$ cat config.mk
export PLATFORM = sky130hd
export DESIGN_NAME = hubbard_ring_matrix_element_flat
export DESIGN_NICKNAME = d
export VERILOG_FILES = /design/src/rtl/hrme_pkg.sv /design/src/rtl/hrme_if.sv /design/src/rtl/hrme_csr.sv /design/src/rtl/hrme_hop.sv /design/src/rtl/hubbard_ring_matrix_element.sv /design/src/flat_wrapper.sv
export SDC_FILE = /design/constraint.sdc
export NUM_CORES = 1
export LEC_CHECK = 0
export BUFFER_PORTS_ARGS = -buffer_cell sky130_fd_sc_hd__buf_2
export CORE_ASPECT_RATIO = 2
export CORE_MARGIN = 3
export CORE_UTILIZATION = 66
export DETAILED_ROUTE_END_ITERATION = 7
export PLACE_DENSITY = 0.9
export SLEW_MARGIN = 30
export SYNTH_ARGS = -nofsm -noshare
export SYNTH_HDL_FRONTEND = slang
export SYNTH_SLANG_ARGS = --single-unit
export TNS_END_PERCENT = 5
$ cat constraint.sdc
create_clock -name clock -period 10.3 [get_ports clock]
set_clock_uncertainty 0.2 [all_clocks]
set_input_delay 0 -clock clock [delete_from_list [all_inputs] [get_ports clock]]
set_output_delay 0 -clock clock [all_outputs]
set_load 0.005 [all_outputs]
$ cat src/rtl/hrme_pkg.sv
// Shared types, constants and helper functions for the Hubbard ring matrix element block.
// Depends on nothing; every other file of the block imports it.
package hrme_pkg;

   // Ring and mask geometry.
   localparam int MAX_SITES = 32;
   localparam int MASK_W    = 32;
   localparam int IDX_W     = $clog2(MAX_SITES);
   localparam int CNT_W     = $clog2(MAX_SITES + 1);
   localparam int MIN_SITES = 2;

   // Register file geometry.
   localparam int CSR_IDX_W  = 3;
   localparam int CSR_DATA_W = 16;
   localparam int SITE_W     = 6;
   localparam int COEF_W     = 16;

   // Arithmetic widths of the result path.
   localparam int HOP_CNT_W  = 3;
   localparam int HOP_PROD_W = COEF_W + HOP_CNT_W;
   localparam int INT_PROD_W = 22;
   localparam int ELEM_W     = 22;
   localparam int SUM_W      = ELEM_W + 1;

   // Saturation bounds of the element value.
   localparam logic signed [SUM_W-1:0] ELEM_MIN = -SUM_W'(1048576);
   localparam logic signed [SUM_W-1:0] ELEM_MAX = SUM_W'(1048576);

   // Register indexes of the configuration port.
   typedef enum logic [CSR_IDX_W-1:0] {
      REG_SITE_COUNT     = 3'd0,
      REG_UP_PARTICLES   = 3'd1,
      REG_DOWN_PARTICLES = 3'd2,
      REG_HOP_STRENGTH   = 3'd3,
      REG_INTERACTION    = 3'd4
   } csr_index_type;

   // Decoded configuration as seen by the datapath.
   typedef struct packed {
      logic [IDX_W-1:0]  last_site;
      logic [MASK_W-1:0] ring_mask;
      logic              up_odd;
      logic              down_odd;
      logic [COEF_W-1:0] hop_strength;
      logic [COEF_W-1:0] interaction;
   } cfg_type;

   // Hop detection flags of one spin species.
   typedef struct packed {
      logic pop2;
      logic inner_hit;
      logic seam_hit;
   } hop_flags_type;

   // Stage 1 payload: masked row masks and row/column differences.
   typedef struct packed {
      logic [MASK_W-1:0] ru;
      logic [MASK_W-1:0] rd;
      logic [MASK_W-1:0] du;
      logic [MASK_W-1:0] dd;
   } s1_type;

   // Stage 2 payload: hop flags, equality flags and double occupancy.
   typedef struct packed {
      hop_flags_type    up_hop;
      hop_flags_type    dn_hop;
      logic             up_eq;
      logic             dn_eq;
      logic [CNT_W-1:0] dbl;
   } s2_type;

   // Stage 3 payload: the two partial products.
   typedef struct packed {
      logic [HOP_PROD_W-1:0] hop_prod;
      logic [INT_PROD_W-1:0] int_prod;
      logic [CNT_W-1:0]      dbl;
   } s3_type;

   // Number of set bits in a mask.
   function automatic logic [CNT_W-1:0] count_ones(input logic [MASK_W-1:0] v);
      logic [CNT_W-1:0] c;
      c = '0;
      for (int i = 0; i < MASK_W; i++) begin
         c = c + CNT_W'(v[i]);
      end
      return c;
   endfunction

endpackage

$ cat src/rtl/hrme_if.sv
// Channel interfaces of the Hubbard ring matrix element block: request, response, register write.
// Depends on hrme_pkg for field widths.

// Request channel: one row/column basis state pair per transfer.
interface hrme_req_if
   import hrme_pkg::*;
   ();
   logic              valid;
   logic              ready;
   logic [MASK_W-1:0] row_up;
   logic [MASK_W-1:0] row_down;
   logic [MASK_W-1:0] col_up;
   logic [MASK_W-1:0] col_down;

   modport source(output valid, row_up, row_down, col_up, col_down, input ready);
   modport sink(input valid, row_up, row_down, col_up, col_down, output ready);
endinterface

// Response channel: one matrix element per transfer.
interface hrme_rsp_if
   import hrme_pkg::*;
   ();
   logic                     valid;
   logic                     ready;
   logic signed [ELEM_W-1:0] element_value;
   logic [CNT_W-1:0]         double_occupied;

   modport source(output valid, element_value, double_occupied, input ready);
   modport sink(input valid, element_value, double_occupied, output ready);
endinterface

// Register write channel.
interface hrme_csr_if
   import hrme_pkg::*;
   ();
   logic                  valid;
   logic                  ready;
   logic [CSR_IDX_W-1:0]  index;
   logic [CSR_DATA_W-1:0] data;

   modport source(output valid, index, data, input ready);
   modport sink(input valid, index, data, output ready);
endinterface

$ cat src/rtl/hrme_csr.sv
// Configuration registers of the Hubbard ring matrix element block and their decoding.
// Depends on hrme_pkg and the hrme_csr_if interface.
module hrme_csr
   import hrme_pkg::*;
(
   input  logic         clock,
   input  logic         reset,
   hrme_csr_if.sink     csr_ch,
   output cfg_type      cfg
);

   logic [SITE_W-1:0] site_count_ff, site_count_in;
   logic [SITE_W-1:0] up_part_ff, up_part_in;
   logic [SITE_W-1:0] down_part_ff, down_part_in;
   logic [COEF_W-1:0] hop_ff, hop_in;
   logic [COEF_W-1:0] inter_ff, inter_in;
   logic [SITE_W-1:0] sites_clamped;

   // Writes are always taken.
   assign csr_ch.ready = 1'b1;

   // Register write decode; unknown indexes are dropped.
   always_comb begin
      site_count_in = site_count_ff;
      up_part_in    = up_part_ff;
      down_part_in  = down_part_ff;
      hop_in        = hop_ff;
      inter_in      = inter_ff;
      if (csr_ch.valid) begin
         case (csr_ch.index)
            REG_SITE_COUNT:     site_count_in = csr_ch.data[SITE_W-1:0];
            REG_UP_PARTICLES:   up_part_in    = csr_ch.data[SITE_W-1:0];
            REG_DOWN_PARTICLES: down_part_in  = csr_ch.data[SITE_W-1:0];
            REG_HOP_STRENGTH:   hop_in        = csr_ch.data[COEF_W-1:0];
            REG_INTERACTION:    inter_in      = csr_ch.data[COEF_W-1:0];
            default: begin
            end
         endcase
      end
   end

   always_ff @(posedge clock) begin
      if (reset) begin
         site_count_ff <= SITE_W'(4);
         up_part_ff    <= SITE_W'(2);
         down_part_ff  <= SITE_W'(3);
         hop_ff        <= COEF_W'(256);
         inter_ff      <= '0;
      end else begin
         site_count_ff <= site_count_in;
         up_part_ff    <= up_part_in;
         down_part_ff  <= down_part_in;
         hop_ff        <= hop_in;
         inter_ff      <= inter_in;
      end
   end

   // Clamp the ring size into the supported range.
   always_comb begin
      if (site_count_ff < SITE_W'(MIN_SITES)) begin
         sites_clamped = SITE_W'(MIN_SITES);
      end else if (site_count_ff > SITE_W'(MAX_SITES)) begin
         sites_clamped = SITE_W'(MAX_SITES);
      end else begin
         sites_clamped = site_count_ff;
      end
   end

   // Decoded view for the datapath: last site index and the in-use mask.
   always_comb begin
      cfg.last_site = IDX_W'(sites_clamped - SITE_W'(1));
      for (int i = 0; i < MASK_W; i++) begin
         cfg.ring_mask[i] = (SITE_W'(i) < sites_clamped);
      end
      cfg.up_odd       = up_part_ff[0];
      cfg.down_odd     = down_part_ff[0];
      cfg.hop_strength = hop_ff;
      cfg.interaction  = inter_ff;
   end

endmodule

$ cat src/rtl/hrme_hop.sv
// Single-hop detector for one spin species on the ring.
// Depends on hrme_pkg for the mask width and the flag struct.
module hrme_hop
   import hrme_pkg::*;
(
   input  logic [MASK_W-1:0] occ,
   input  logic [MASK_W-1:0] diff,
   input  logic [IDX_W-1:0]  last_site,
   output hop_flags_type     flags
);

   logic [MASK_W-2:0] inner_pairs;

   // The states differ by a single hop only when exactly two sites flip.
   assign flags.pop2 = (count_ones(diff) == CNT_W'(2));

   // Neighbor pairs inside the ring that both flip with exactly one of them occupied.
   // Bits above the ring are zero in both masks, so pairs beyond it never fire.
   assign inner_pairs = diff[MASK_W-2:0] & diff[MASK_W-1:1]
                      & (occ[MASK_W-2:0] ^ occ[MASK_W-1:1]);
   assign flags.inner_hit = |inner_pairs;

   // The pair across the seam between the last site and site zero.
   assign flags.seam_hit = diff[last_site] & diff[0] & (occ[last_site] ^ occ[0]);

endmodule

$ cat src/rtl/hubbard_ring_matrix_element.sv
// Hubbard ring matrix element: takes one row/column basis state pair per cycle on req_ch and
// returns the Q14.8 Hamiltonian element with the row's double occupancy on rsp_ch. The datapath
// is a four-register pipeline (masking, hop detection and counting, multiplication, sum and
// saturation into the output register). Each result passes through the stage 1, 2 and 3 registers
// and the output register before it is presented on rsp_ch. The sustained rate is one pair per
// cycle while rsp_ch keeps taking results.
// Back-pressure from rsp_ch stalls the stages in place and nothing is dropped or repeated.
// Configuration registers on csr_ch are always taken and are meant to be written while
// no item is in flight.
module hubbard_ring_matrix_element
   import hrme_pkg::*;
(
   input  logic       clock,
   input  logic       reset,
   hrme_req_if.sink   req_ch,
   hrme_rsp_if.source rsp_ch,
   hrme_csr_if.sink   csr_ch
);

   cfg_type cfg;

   logic s1_v_ff, s2_v_ff, s3_v_ff, out_v_ff;
   logic go1, go2, go3, go_out;

   s1_type s1_ff, s1_in;
   s2_type s2_ff, s2_in;
   s3_type s3_ff, s3_in;

   logic signed [ELEM_W-1:0] elem_ff, elem_in;
   logic [CNT_W-1:0]         dbl_ff, dbl_in;

   hop_flags_type up_flags, dn_flags;

   logic signed [HOP_CNT_W-1:0]  up_cnt, dn_cnt, hop_cnt;
   logic signed [HOP_PROD_W-1:0] j_ext, h_ext;
   logic signed [INT_PROD_W-1:0] u_ext, d_ext;
   logic signed [SUM_W-1:0]      sum;

   // Register file.
   hrme_csr u_csr (
      .clock  (clock),
      .reset  (reset),
      .csr_ch (csr_ch),
      .cfg    (cfg)
   );

   // Stage advance: a stage moves when it is empty or the one after it moves.
   assign go_out       = !out_v_ff || rsp_ch.ready;
   assign go3          = !s3_v_ff || go_out;
   assign go2          = !s2_v_ff || go3;
   assign go1          = !s1_v_ff || go2;
   assign req_ch.ready = go1;

   always_ff @(posedge clock) begin
      if (reset) begin
         s1_v_ff  <= 1'b0;
         s2_v_ff  <= 1'b0;
         s3_v_ff  <= 1'b0;
         out_v_ff <= 1'b0;
      end else begin
         if (go1) begin
            s1_v_ff <= req_ch.valid;
         end
         if (go2) begin
            s2_v_ff <= s1_v_ff;
         end
         if (go3) begin
            s3_v_ff <= s2_v_ff;
         end
         if (go_out) begin
            out_v_ff <= s3_v_ff;
         end
      end
   end

   // Stage 1: drop bits above the ring and form the row/column differences.
   always_comb begin
      s1_in.ru = req_ch.row_up & cfg.ring_mask;
      s1_in.rd = req_ch.row_down & cfg.ring_mask;
      s1_in.du = (req_ch.row_up ^ req_ch.col_up) & cfg.ring_mask;
      s1_in.dd = (req_ch.row_down ^ req_ch.col_down) & cfg.ring_mask;
   end

   // Stage 2: single-hop detection per spin, equality flags and double occupancy.
   hrme_hop u_hop_up (
      .occ       (s1_ff.ru),
      .diff      (s1_ff.du),
      .last_site (cfg.last_site),
      .flags     (up_flags)
   );

   hrme_hop u_hop_dn (
      .occ       (s1_ff.rd),
      .diff      (s1_ff.dd),
      .last_site (cfg.last_site),
      .flags     (dn_flags)
   );

   always_comb begin
      s2_in.up_hop = up_flags;
      s2_in.dn_hop = dn_flags;
      s2_in.up_eq  = (s1_ff.du == '0);
      s2_in.dn_eq  = (s1_ff.dd == '0);
      s2_in.dbl    = count_ones(s1_ff.ru & s1_ff.rd);
   end

   // Stage 3: signed hop count, then the hopping and interaction products.
   // An inner hop counts -1; a seam hop counts -1 for an odd count and +1 for an even one.
   always_comb begin
      up_cnt = '0;
      if (s2_ff.up_hop.pop2 && s2_ff.dn_eq) begin
         if (s2_ff.up_hop.inner_hit) begin
            up_cnt = up_cnt - HOP_CNT_W'(1);
         end
         if (s2_ff.up_hop.seam_hit) begin
            up_cnt = cfg.up_odd ? up_cnt - HOP_CNT_W'(1) : up_cnt + HOP_CNT_W'(1);
         end
      end
      dn_cnt = '0;
      if (s2_ff.dn_hop.pop2 && s2_ff.up_eq) begin
         if (s2_ff.dn_hop.inner_hit) begin
            dn_cnt = dn_cnt - HOP_CNT_W'(1);
         end
         if (s2_ff.dn_hop.seam_hit) begin
            dn_cnt = cfg.down_odd ? dn_cnt - HOP_CNT_W'(1) : dn_cnt + HOP_CNT_W'(1);
         end
      end
      hop_cnt = up_cnt + dn_cnt;
   end

   assign j_ext = HOP_PROD_W'($signed(cfg.hop_strength));
   assign h_ext = HOP_PROD_W'(hop_cnt);
   assign u_ext = INT_PROD_W'($signed(cfg.interaction));
   assign d_ext = INT_PROD_W'($signed({1'b0, s2_ff.dbl}));

   always_comb begin
      s3_in.hop_prod = j_ext * h_ext;
      s3_in.int_prod = (s2_ff.up_eq && s2_ff.dn_eq) ? u_ext * d_ext : '0;
      s3_in.dbl      = s2_ff.dbl;
   end

   // Stage 4: add the products and saturate into the output register.
   assign sum = SUM_W'($signed(s3_ff.hop_prod)) + SUM_W'($signed(s3_ff.int_prod));

   always_comb begin
      if (sum < ELEM_MIN) begin
         elem_in = ELEM_W'(ELEM_MIN);
      end else if (sum > ELEM_MAX) begin
         elem_in = ELEM_W'(ELEM_MAX);
      end else begin
         elem_in = ELEM_W'(sum);
      end
      dbl_in = s3_ff.dbl;
   end

   // Payload registers move with their valid bits.
   always_ff @(posedge clock) begin
      if (go1) begin
         s1_ff <= s1_in;
      end
      if (go2) begin
         s2_ff <= s2_in;
      end
      if (go3) begin
         s3_ff <= s3_in;
      end
      if (go_out) begin
         elem_ff <= elem_in;
         dbl_ff  <= dbl_in;
      end
   end

   assign rsp_ch.valid           = out_v_ff;
   assign rsp_ch.element_value   = elem_ff;
   assign rsp_ch.double_occupied = dbl_ff;

   // A request transfer always lands in stage 1.
   a_req_lands: assert property (@(posedge clock) disable iff (reset)
      (req_ch.valid && req_ch.ready) |=> s1_v_ff)
      else $error("request transfer did not enter stage 1");

   // Requests are held off only when every stage holds an item.
   a_stall_full: assert property (@(posedge clock) disable iff (reset)
      !req_ch.ready |-> (s1_v_ff && s2_v_ff && s3_v_ff && out_v_ff))
      else $error("request stalled with an empty pipeline stage");

   // A presented element is always inside the saturation range.
   a_elem_range: assert property (@(posedge clock) disable iff (reset)
      out_v_ff |-> (SUM_W'(elem_ff) >= ELEM_MIN && SUM_W'(elem_ff) <= ELEM_MAX))
      else $error("element value outside saturation range");

endmodule
$ cat src/flat_wrapper.sv
// flat-port wrapper written by rule: the top's interface ports become plain ports
module hubbard_ring_matrix_element_flat import hrme_pkg::*;
  (clock, reset, req_ch_valid, req_ch_row_up, req_ch_row_down, req_ch_col_up, req_ch_col_down, req_ch_ready, rsp_ch_valid, rsp_ch_element_value, rsp_ch_double_occupied, rsp_ch_ready, csr_ch_valid, csr_ch_index, csr_ch_data, csr_ch_ready);
  hrme_req_if req_ch_i ();
  hrme_rsp_if rsp_ch_i ();
  hrme_csr_if csr_ch_i ();
  input  logic clock;
  input  logic reset;
  input wire logic [$bits(req_ch_i.valid)-1:0] req_ch_valid;
  input wire logic [$bits(req_ch_i.row_up)-1:0] req_ch_row_up;
  input wire logic [$bits(req_ch_i.row_down)-1:0] req_ch_row_down;
  input wire logic [$bits(req_ch_i.col_up)-1:0] req_ch_col_up;
  input wire logic [$bits(req_ch_i.col_down)-1:0] req_ch_col_down;
  output wire logic [$bits(req_ch_i.ready)-1:0] req_ch_ready;
  output wire logic [$bits(rsp_ch_i.valid)-1:0] rsp_ch_valid;
  output wire logic [$bits(rsp_ch_i.element_value)-1:0] rsp_ch_element_value;
  output wire logic [$bits(rsp_ch_i.double_occupied)-1:0] rsp_ch_double_occupied;
  input wire logic [$bits(rsp_ch_i.ready)-1:0] rsp_ch_ready;
  input wire logic [$bits(csr_ch_i.valid)-1:0] csr_ch_valid;
  input wire logic [$bits(csr_ch_i.index)-1:0] csr_ch_index;
  input wire logic [$bits(csr_ch_i.data)-1:0] csr_ch_data;
  output wire logic [$bits(csr_ch_i.ready)-1:0] csr_ch_ready;
  assign req_ch_i.valid = req_ch_valid;
  assign req_ch_i.row_up = req_ch_row_up;
  assign req_ch_i.row_down = req_ch_row_down;
  assign req_ch_i.col_up = req_ch_col_up;
  assign req_ch_i.col_down = req_ch_col_down;
  assign req_ch_ready = req_ch_i.ready;
  assign rsp_ch_valid = rsp_ch_i.valid;
  assign rsp_ch_element_value = rsp_ch_i.element_value;
  assign rsp_ch_double_occupied = rsp_ch_i.double_occupied;
  assign rsp_ch_i.ready = rsp_ch_ready;
  assign csr_ch_i.valid = csr_ch_valid;
  assign csr_ch_i.index = csr_ch_index;
  assign csr_ch_i.data = csr_ch_data;
  assign csr_ch_ready = csr_ch_i.ready;
  hubbard_ring_matrix_element u_core (.clock(clock), .reset(reset), .req_ch(req_ch_i), .rsp_ch(rsp_ch_i), .csr_ch(csr_ch_i));
endmodule
# Word-level counts from Yosys, hierarchy flattened
# Index checks and enable logic that the tools add are counted.
[op_classes]
n_eq_ne = 6
mux = 21
n_lt_le_gt_ge = 37
n_addsub = 100
bitwise_logic = 19
reduce_logical = 22
mul = 2
[ops]
columns = ["op", "count"]
rows = [
  ["$add A6 B1 Y6", 82],
  ["$and A32 B32 Y32", 5],
  ["$and A31 B31 Y31", 4],
  ["$lt A5 B6 Y1 const A", 16],
  ["$logic_not A32 Y1", 2],
  ["$xor A32 B32 Y32", 2],
  ["$reduce_or A31 Y1", 2],
  ["$xor A31 B31 Y31", 2],
  ["$lt A4 B6 Y1 const A", 8],
  ["$mux W3", 10],
  ["$lt A3 B6 Y1 const A", 4],
  ["$add A19 B22 Y23", 1],
  ["$gt A23 B22 Y1 const B", 1],
  ["$lt A23 B21 Y1 const B", 1],
  ["$mul A16 B7 Y22", 1],
  ["$mux W22", 1],
  ["$bmux W1 S5", 4],
  ["$mul A16 B3 Y19", 1],
  ["$add A5 B1 Y6", 2],
  ["$eq A6 B2 Y1 const B", 2],
  ["$lt A1 B6 Y1 const A", 2],
  ["$lt A2 B6 Y1 const A", 2],
  ["$mux W6", 2],
  ["$add A4 B1 Y5", 2],
  ["22 further kinds", 48],
]
[word_totals]
register_bits = 261
input_bits = 152

# Longest topological paths before layout
# Gate-level depths: netlist (run 1).
[depth]
ltp_word = 32
mapped_depth = 21
mapped_depth_nobuf = 21

# Modules after synthesis
# From an unflattened synthesis (run 1), not the netlist that was laid out.
[hier_totals]
hier_cells = 2025
area_unflattened_um2 = 21052.7
[by_module_without_submodules]
columns = ["module", "seq_area_each_um2", "n_inst", "area_per_inst_um2", "cells_each"]
rows = [
  ["hubbard_ring_matrix_element", 6596.3, 1, 15542.4, 1376],
  ["hrme_hop", 0.0, 2, 1829.3, 199],
  ["hrme_csr", 800.8, 1, 1851.8, 251],
]

# Least setup slack after synthesis (run 1)
# Ideal clock, no wire load.
[synth_timing]
kind = "flip-flop to flip-flop"
start = "register u_core.s1_ff[96] (netlist name)"
end = "register u_core.s2_ff (netlist bit u_core.d_ext[4]), data pin"
required_ps = 9842
setup_ps = 258
setup_slack_ps = 4724
stages_incl_launch_ff = 18
period_less_slack_ps = 5576
t_arrival_ps = 5118
cell_sequence = "edfxtp_1 and2_1 ha_1 inv_1 fa_1 fa_1 fa_1 fa_1 fa_1 inv_1 fa_1 fa_1 inv_1 fa_1 inv_1 a21o_1 a21oi_1 xnor2_1"
[synth_rtl]
columns = ["element", "line_no", "rtl"]
rows = [
  ["start, declared", "hubbard_ring_matrix_element.sv:25", "s1_type s1_ff, s1_in;"],
  ["start signal, assigned", "hubbard_ring_matrix_element.sv:159", "s1_ff <= s1_in;"],
  ["end signal, assigned", "hubbard_ring_matrix_element.sv:162", "s2_ff <= s2_in;"],
  ["end, declared", "hubbard_ring_matrix_element.sv:26", "s2_type s2_ff, s2_in;"],
]

# Worst setup path after layout (run 1)
[layout_timing]
start = "register u_core.s2_ff (netlist bit u_core.d_ext[3])"
end = "register u_core.s3_ff[27] (netlist name), data pin"
[layout_via]
elab_chain_cells = 1
[layout_rtl]
columns = ["element", "line_no", "rtl"]
rows = [
  ["$mul A16 B7 Y22", "hubbard_ring_matrix_element.sv:138", "s3_in.int_prod = (s2_ff.up_eq && s2_ff.dn_eq) ? u_ext * d_ext : '0;"],
  ["end signal, assigned", "hubbard_ring_matrix_element.sv:165", "s3_ff <= s3_in;"],
  ["end, declared", "hubbard_ring_matrix_element.sv:27", "s3_type s3_ff, s3_in;"],
]
# No other way between the ends.
# A chain may end at the register's enable or synchronous reset.

==> results of run 1 <==
registers in the layout, indices dropped and copies added (netlist names):
signal,count
u_core.s1_ff,128
u_core.s3_ff,41
u_core.rsp_ch.element_value,22
u_core.u_csr.hop_ff,16
u_core.u_csr.inter_ff,16
u_core.s2_ff,8
u_core.d_ext,6
u_core.dbl_in,6
u_core.rsp_ch.double_occupied,6
u_core.u_csr.site_count_ff,6
u_core.rsp_ch.valid,1
u_core.s1_v_ff,1
u_core.s2_v_ff,1
u_core.s3_v_ff,1
u_core.u_csr.down_part_ff,1
u_core.u_csr.up_part_ff,1
layout make-up:
class	count	area share
clock buffer	27	0.0248
clock inverter	17	0.00503
inverter	223	0.0342
multi-input combinational	1425	0.496
sequential	261	0.300
tap	418	0.0212
timing repair buffer	385	0.118
layout by cell type (no fill, tap or decap), types with 8 or more instances in the layout:
master and count:
o21ai_0 24, nor2_1 128, or3_1 11, and3_1 18, dfxtp_1 44, a311oi_1 8, nor3_1 20, or2_2 10
fa_1 156, xor2_1 20, nand4_1 11, ha_1 126, and2_1 121, a21o_1 23, a221oi_1 33, nor4_1 15
a211oi_1 11, dlygate4sd3_1 190, edfxtp_1 217, a21oi_1 103, mux4_2 35, nand2_1 161, nand3_1 19, buf_2 181
clkinv_1 8, buf_4 13, o211ai_1 15, nor2b_1 75, clkbuf_16 24, inv_1 221, nand2b_1 45, a31oi_1 34
xnor2_1 98
worst paths after layout:
path | end | cells after the start
min | u_core.s1_ff[97] | 2
max | u_core.s3_ff[27] | 15
min reg2reg | u_core.rsp_ch.double_occupied[4] | 0
max reg2reg | u_core.s3_ff[27] | 15
critical path: cells and delay by family (launching register included):
family                   cells  cell delay, ns
AO/OA/AOI/OAI                4            1.30
adder cells (fa/ha/maj)      5            2.44
buffers and inverters        2            0.10
flip-flops                   1            0.61
multiplexers                 1            0.36
AND/OR/NAND/NOR              3            0.64
where the power goes:
part	switching [µW]	leakage, µW	internal [µW]
registers	55.3	0.00298	1180
clock network	419	0.000353	455
logic	257	0.00767	232
total	731	0.0110	1870
metal layers:
| metal | track usage | wire, µm | vias up | part of all wire |
|---|---|---|---|---|
| li1 | - | - | 7530 | - |
| met1 | 0.389 | 19600 | 8357 | 0.28 |
| met2 | 0.729 | 35700 | 1167 | 0.51 |
| met3 | 0.0909 | 5560 | 437 | 0.079 |
| met4 | 0.406 | 9290 | 2 | 0.13 |
| met5 | 0 | 20 | - | 0.00029 |
timing repair:
action,CTS,global route
setup buffers,0,0
hold endpoints to repair,172,0
hold buffers,190,0
cells by family after synthesis:
group,after synthesis,synth area share
flops,261,0.358
xor+xnor,119,0.0505
buf+inv,274,0.0513
compound gates,318,0.102
mux,48,0.0470
simple gates,657,0.163
fa+ha+maj,282,0.228
other cells,1,0.000182
metrics by stage:
step,cells,utilization,worst slack [ns]
detailed placement,2521,0.713,4.45
floorplan,1960,-,4.72
finish,2756,0.799,4.40
global route,2756,0.799,4.10
CTS,2755,0.798,4.44
global placement,2521,0.712,4.56
==> flow_metrics.py, run 1 <==
metrics = {
    "route": {
        "viasPerCell": 6.35,
        "vias": 17500,
        "dr.pass1.iters": 8,
        "wirelength_um": 70200,
        "drc": 13,
        "wl_per_cell_um": 25.5,
        "drtAntennaViolNets": 0,
        "drt-initial-drc-count": 1591,
    },
    "power": {
        "peakVddDrop_mv": 0.143,
        "power_density_nw_per_um2": 105,
        "fin_total_pwr_uw": 2600,
        "leakagePower_uw": 0.0110,
    },
    "placement": {
        "place_hpwl_um": 51100,
        "place_congestion": 1.06,
        "post_dp_cell_area_um2": 22000,
        "portBuffers": 181,
    },
    "run": {
        "drv_cap": 0,
    },
    "sta": {
        "hold_slack_ns": 0.00956,
        "fin_crit_ns": 5.90,
        "max-slew-margin-rel": 0.266,
        "fmax_mhz": 170,
        "setup_tns_ns": 0,
        "hold_viol": 0,
        "worst_slew_pin_slew_ns": 1.09,
        "setup_violations": 0,
        "rsz0062_at_grt": "false",
        "slew_viol_final": 0,
        "min_period_over_period": 0.572,
    },
    "clocking": {
        "cts_root_buf": "clkbuf_16",
        "cts.repair.resized": 0,
        "tritoncts": "built",
        "clock-sinks": 261,
        "clockBufferDepth": 3,
        "cts_buffers": 24,
        "htreeDepth": 1,
        "clk_latency_ns": 0.56,
        "clk_pin_slew_ns": 0.07,
    },
    "layout": {
        "multi_input_area_um2": 12200,
        "nNetsFinal": 2754,
        "syn2layout_area_growth_pct": 19.3,
        "final_area_um2": 24600,
        "area.sequential_um2": 7400,
        "drive_above_1_share": 0.122,
        "antenna_cells": 0,
        "fillers": 1835,
    },
    "synth": {
        "synth_edf_count": 217,
        "synthTopCellsByCount": "inv_1, edfxtp_1, nand2_1, fa_1, nor2_1",
        "synth_most_common_cell": "inv_1",
        "synth-main-ff-cell": "edfxtp_1",
        "postSynthCellCount": 1960,
        "synth_top_area_share": 0.316,
        "yosys.area.top_type": "edfxtp_1",
        "ys_ff_latch": 261,
        "synth_seq_area_share": 0.358,
        "synth_cell_type_count": 66,
        "synthTopCellsByArea": "edfxtp_1, fa_1, ha_1",
        "ys_warn_count": 0,
        "synth_area_um2": 20600,
        "avgSynthCellArea_um2": 10.5,
        "synth_fp_nets": 2394,
        "async_reset_ff_frac": 0,
    },
    "floorplanning": {
        "core_um2": 30900,
        "die_w_um": 131,
        "start_util": 0.669,
        "dieArea_um2": 33600,
        "die_h_um": 256,
        "ioPinCount": 183,
        "num_rows": 91,
    },
    "outcome": {
        "violations": "design-rule violations",
        "status": "finished with violations",
    },
    "setup_path": {
        "critPathMaxStageDelay_ns": 0.61,
        "crit_required_ns": 10.41,
        "path_class": "reg2reg",
        "cp_slowest_cell": "edfxtp_1",
        "cp_cell_sequence": "and2_1 > fa_1 > fa_1 > fa_1 > inv_1 > fa_1 > inv_1 > ha_1 > and2_1 > a311o_1 > a211oi_1 > nor3_1 > o31a_1 > o31ai_1 > mux2_2",
        "crit_path_start_kind": "flip-flop",
        "crit_top_cell": "fa_1",
        "ff2ff_setup_slack_ns": 4.40,
        "worstSetupStartpoint": "u_core.d_ext[3]",
        "cp.arrival_ns": 6.01,
        "cp_max_fo": 17,
        "r2r-start": "u_core.d_ext[3]",
        "endpoint_kind": "flip-flop",
    },
    "grt": {
        "grt_max_degree": 72,
        "grt_overflow_total": 0,
        "grt_usage": 0.423,
        "grt_pass1_vias": 18800,
        "grt_pass1_wl_um": 105000,
        "antenna_found_initial": 1,
    },
    "worst_hold_path": {
        "hold_path_class": "in2reg",
        "holdCritStartpoint": "req_ch_row_up[1]",
    },
}
Power figures use the tool's default switching activity.
==> inputs of run 2 (changes only) <==
- ABC_AREA: not set -> 1
- CORE_UTILIZATION: 66 -> 56
- PLACE_DENSITY: 0.9 -> 0.81
- clock period: 10.3 -> 5.3 ns (I/O delays scaled with it)
==> run 2 against run 1 <==
The run ends with negative setup slack left. Clock-buffer cell count grew 4. Global-route usage grew 0.72 points. Critical endpoint is now u_core.s2_ff[13]. Sequential share of layout area shrank 2.2 points.
==> flow_metrics.py, run 2 <==
metrics = {
    "floorplanning": {
        "die_w_um": 145,
        "ioPinCount": 183,
        "core_um2": 38000,
        "num_rows": 101,
        "dieArea_um2": 41200,
        "start_util": 0.569,
        "die_h_um": 284,
    },
    "power": {
        "fin_total_pwr_uw": 5940,
        "power_density_nw_per_um2": 223,
        "leakagePower_uw": 0.0138,
        "peakVddDrop_mv": 0.420,
    },
    "layout": {
        "final_area_um2": 26600,
        "largest_reg_flops": 128,
        "syn2layout_area_growth_pct": 22.9,
        "drive_above_1_share": 0.125,
        "regMostFlops": "u_core.s1_ff",
        "layout_commonest_cell": "nand2_1",
        "final_cell_mix": "nand2_1, inv_1, nor2_1",
        "antenna_cells": 0,
        "utilization": 0.699,
        "nNetsFinal": 3503,
    },
    "sta": {
        "fmax_mhz": 187,
        "worst_slew_pin_slew_ns": 0.906,
        "slew_viol_final": 0,
        "setup_violations": 2,
        "hold_viol": 0,
        "setup_tns_ns": -0.0837,
        "hold_slack_ns": 0.0741,
        "min_period_over_period": 1.01,
        "fin_crit_ns": 5.34,
        "rsz0062_at_grt": "true",
        "max-slew-margin-rel": 0.396,
        "fin_ws_ns": -0.0422,
    },
    "synth": {
        "ys_warn_count": 0,
        "avgSynthCellArea_um2": 8.24,
        "synth_edf_count": 217,
        "synth_area_um2": 21600,
        "async_reset_ff_frac": 0,
        "synth_most_common_cell": "inv_1",
        "synthTopCellsByArea": "edfxtp_1, fa_1, inv_1",
        "synth_fp_nets": 3059,
        "synth_top_area_share": 0.301,
        "synth-main-ff-cell": "edfxtp_1",
        "synthTopCellsByCount": "inv_1, nand2_1, nor2_1, edfxtp_1, nand3_1",
        "synth_cell_type_count": 46,
        "yosys.area.top_type": "edfxtp_1",
        "synth_seq_area_share": 0.342,
        "ys_ff_latch": 261,
        "postSynthCellCount": 2625,
    },
    "outcome": {
        "status": "finished with violations",
        "violations": "negative setup slack",
    },
    "worst_hold_path": {
        "holdCritStartpoint": "req_ch_col_up[1]",
        "whs_path_depth": 3,
        "hold_path_class": "in2reg",
        "hold_path_end": "u_core.s1_ff[33]",
    },
    "setup_path": {
        "timing.rr.end": "u_core.s2_ff[13]",
        "cp.arrival_ns": 5.51,
        "path_class": "reg2reg",
        "cp_cell_sequence": "fa_1 > buf_6 > inv_1 > fa_1 > inv_1 > fa_1 > fa_1 > fa_1 > inv_1 > fa_1 > inv_1 > ha_2 > inv_2 > fa_1 > nor4_2 > o211ai_1 > a21oi_2",
        "cp_slowest_cell": "fa_1",
        "endpoint_kind": "flip-flop",
        "crit_path_start_kind": "flip-flop",
        "ff2ff_setup_slack_ns": -0.04,
        "worstSetupStartpoint": "u_core.s1_ff[43]",
        "cp_max_fo": 2,
        "r2r-start": "u_core.s1_ff[43]",
        "rr_worst_depth": 17,
        "crit_top_cell": "fa_1",
        "critPathMaxStageDelay_ns": 0.57,
        "crit_required_ns": 5.47,
    },
    "route": {
        "vias": 20900,
        "drtAntennaViolNets": 0,
        "dr.pass1.iters": 6,
        "viasPerCell": 5.79,
        "drt-initial-drc-count": 1697,
        "wl_per_cell_um": 24.7,
        "drc": 0,
        "wirelength_um": 88900,
    },
    "placement": {
        "portBuffers": 181,
        "place_congestion": 1.08,
        "place_hpwl_um": 66700,
        "post_dp_cell_area_um2": 23800,
    },
    "clocking": {
        "clock-sinks": 261,
        "cts_root_buf": "clkbuf_16",
        "cts_buffers": 26,
        "clockBufferDepth": 3,
        "clk_latency_ns": 0.58,
        "clk_pin_slew_ns": 0.07,
        "htreeDepth": 1,
        "tritoncts": "built",
    },
    "grt": {
        "grt_overflow_total": 0,
        "grt_max_degree": 83,
        "grt_pass1_vias": 22500,
        "grt_usage": 0.430,
        "antenna_found_initial": 1,
        "grt_pass1_wl_um": 132000,
    },
    "run": {
        "drv_cap": 0,
    },
}
-- run 2: changes by cell type after synthesis, moves of 18 or more --
cell / change
a21o_1: -21
nor2_1: +141
xor2_1: +35
mux4_2: -35
inv_1: +311
a221oi_1: -33
nand2b_1: -45
and3_1: -18
nor2b_1: -75
nand3_1: +165
and2_1: -119
nand2_1: +366
o21ai_0: +94
a31oi_1: -31
-- run 2: what timing repair did --
item	4_1_cts	5_1_grt
gates cloned	0	0
hold endpoints to repair	200	0
pin swaps	7	6
gates resized for setup	10	21
hold buffers	174	0
endpoints found under the setup margin	11	20
setup buffers	1	1
-- run 2: area by class of cell --
| cell class | count | area [µm²] |
|---|---|---|
| clock buffer | 31 | 701 |
| clock inverter | 17 | 196 |
| multi-input combinational | 1770 | 12000 |
| tap | 515 | 644 |
| timing repair buffer | 472 | 3600 |
| inverter | 538 | 2020 |
| sequential | 261 | 7400 |
| fill | 2892 | 11400 |
-- run 2: critical path, delay by kind of cell, from the launching register on --
| family | cells | cell delay (ns) |
|---|---|---|
| adder cells (fa/ha/maj) | 8 | 3.52 |
| flip-flops | 1 | 0.43 |
| AO/OA/AOI/OAI | 2 | 0.43 |
| buffers and inverters | 6 | 0.39 |
| AND/OR/NAND/NOR | 1 | 0.14 |
-- run 2: power by group --
part	internal, µW	switching (µW)
logic	611	868
registers	2320	124
clock network	1110	912
total	4040	1900
-- run 2: routing by layer --
| layer | share of wire | global-route usage | routed length [µm] | vias to the layer above |
|---|---|---|---|---|
| met3 | 0.072 | 0.0880 | 6400 | 641 |
| li1 | - | - | - | 9189 |
| met1 | 0.27 | 0.354 | 23700 | 9694 |
| met4 | 0.17 | 0.540 | 14800 | 2 |
| met5 | 0.00015 | 0 | 13 | - |
| met2 | 0.49 | 0.756 | 44000 | 1359 |
-- run 2: through the flow --
stage	setup slack, ns	instances
floorplan	-0.124	2625
global placement	-0.275	3379
detailed placement	-0.320	3379
CTS	-0.0728	3602
global route	-0.164	3604
finish	-0.0422	3604
-- run 2: worst max-delay path by stage --
| stage | to | cells after the start | slack [ns] |
|---|---|---|---|
| finish | u_core.s2_ff[13] | 17 | -0.04 |
| CTS | u_core.s2_ff[13] | 16 | -0.07 |
| global route | u_core.d_ext[4] | 16 | -0.16 |
| floorplan | u_core.d_ext[4] | 16 | -0.12 |
| detailed placement | u_core.s2_ff[13] | 16 | -0.32 |
| global placement | u_core.s2_ff[13] | 16 | -0.27 |
-- run 2: logic make-up (layout without fill, tap and decap cells) --
| logic type | count (synthesis) | count (layout) | share of synthesized area |
|---|---|---|---|
| and+or+nand+nor | 1061 | 1061 | 0.205 |
| xor gates and xnor gates | 143 | 143 | 0.0579 |
| adders and majority gates | 282 | 282 | 0.217 |
| other | 1 | 1 | 0.000173 |
| AOI/OAI and AO/OA | 283 | 283 | 0.0718 |
| DFF | 261 | 261 | 0.342 |
| buffers and inverters | 594 | 1058 | 0.106 |
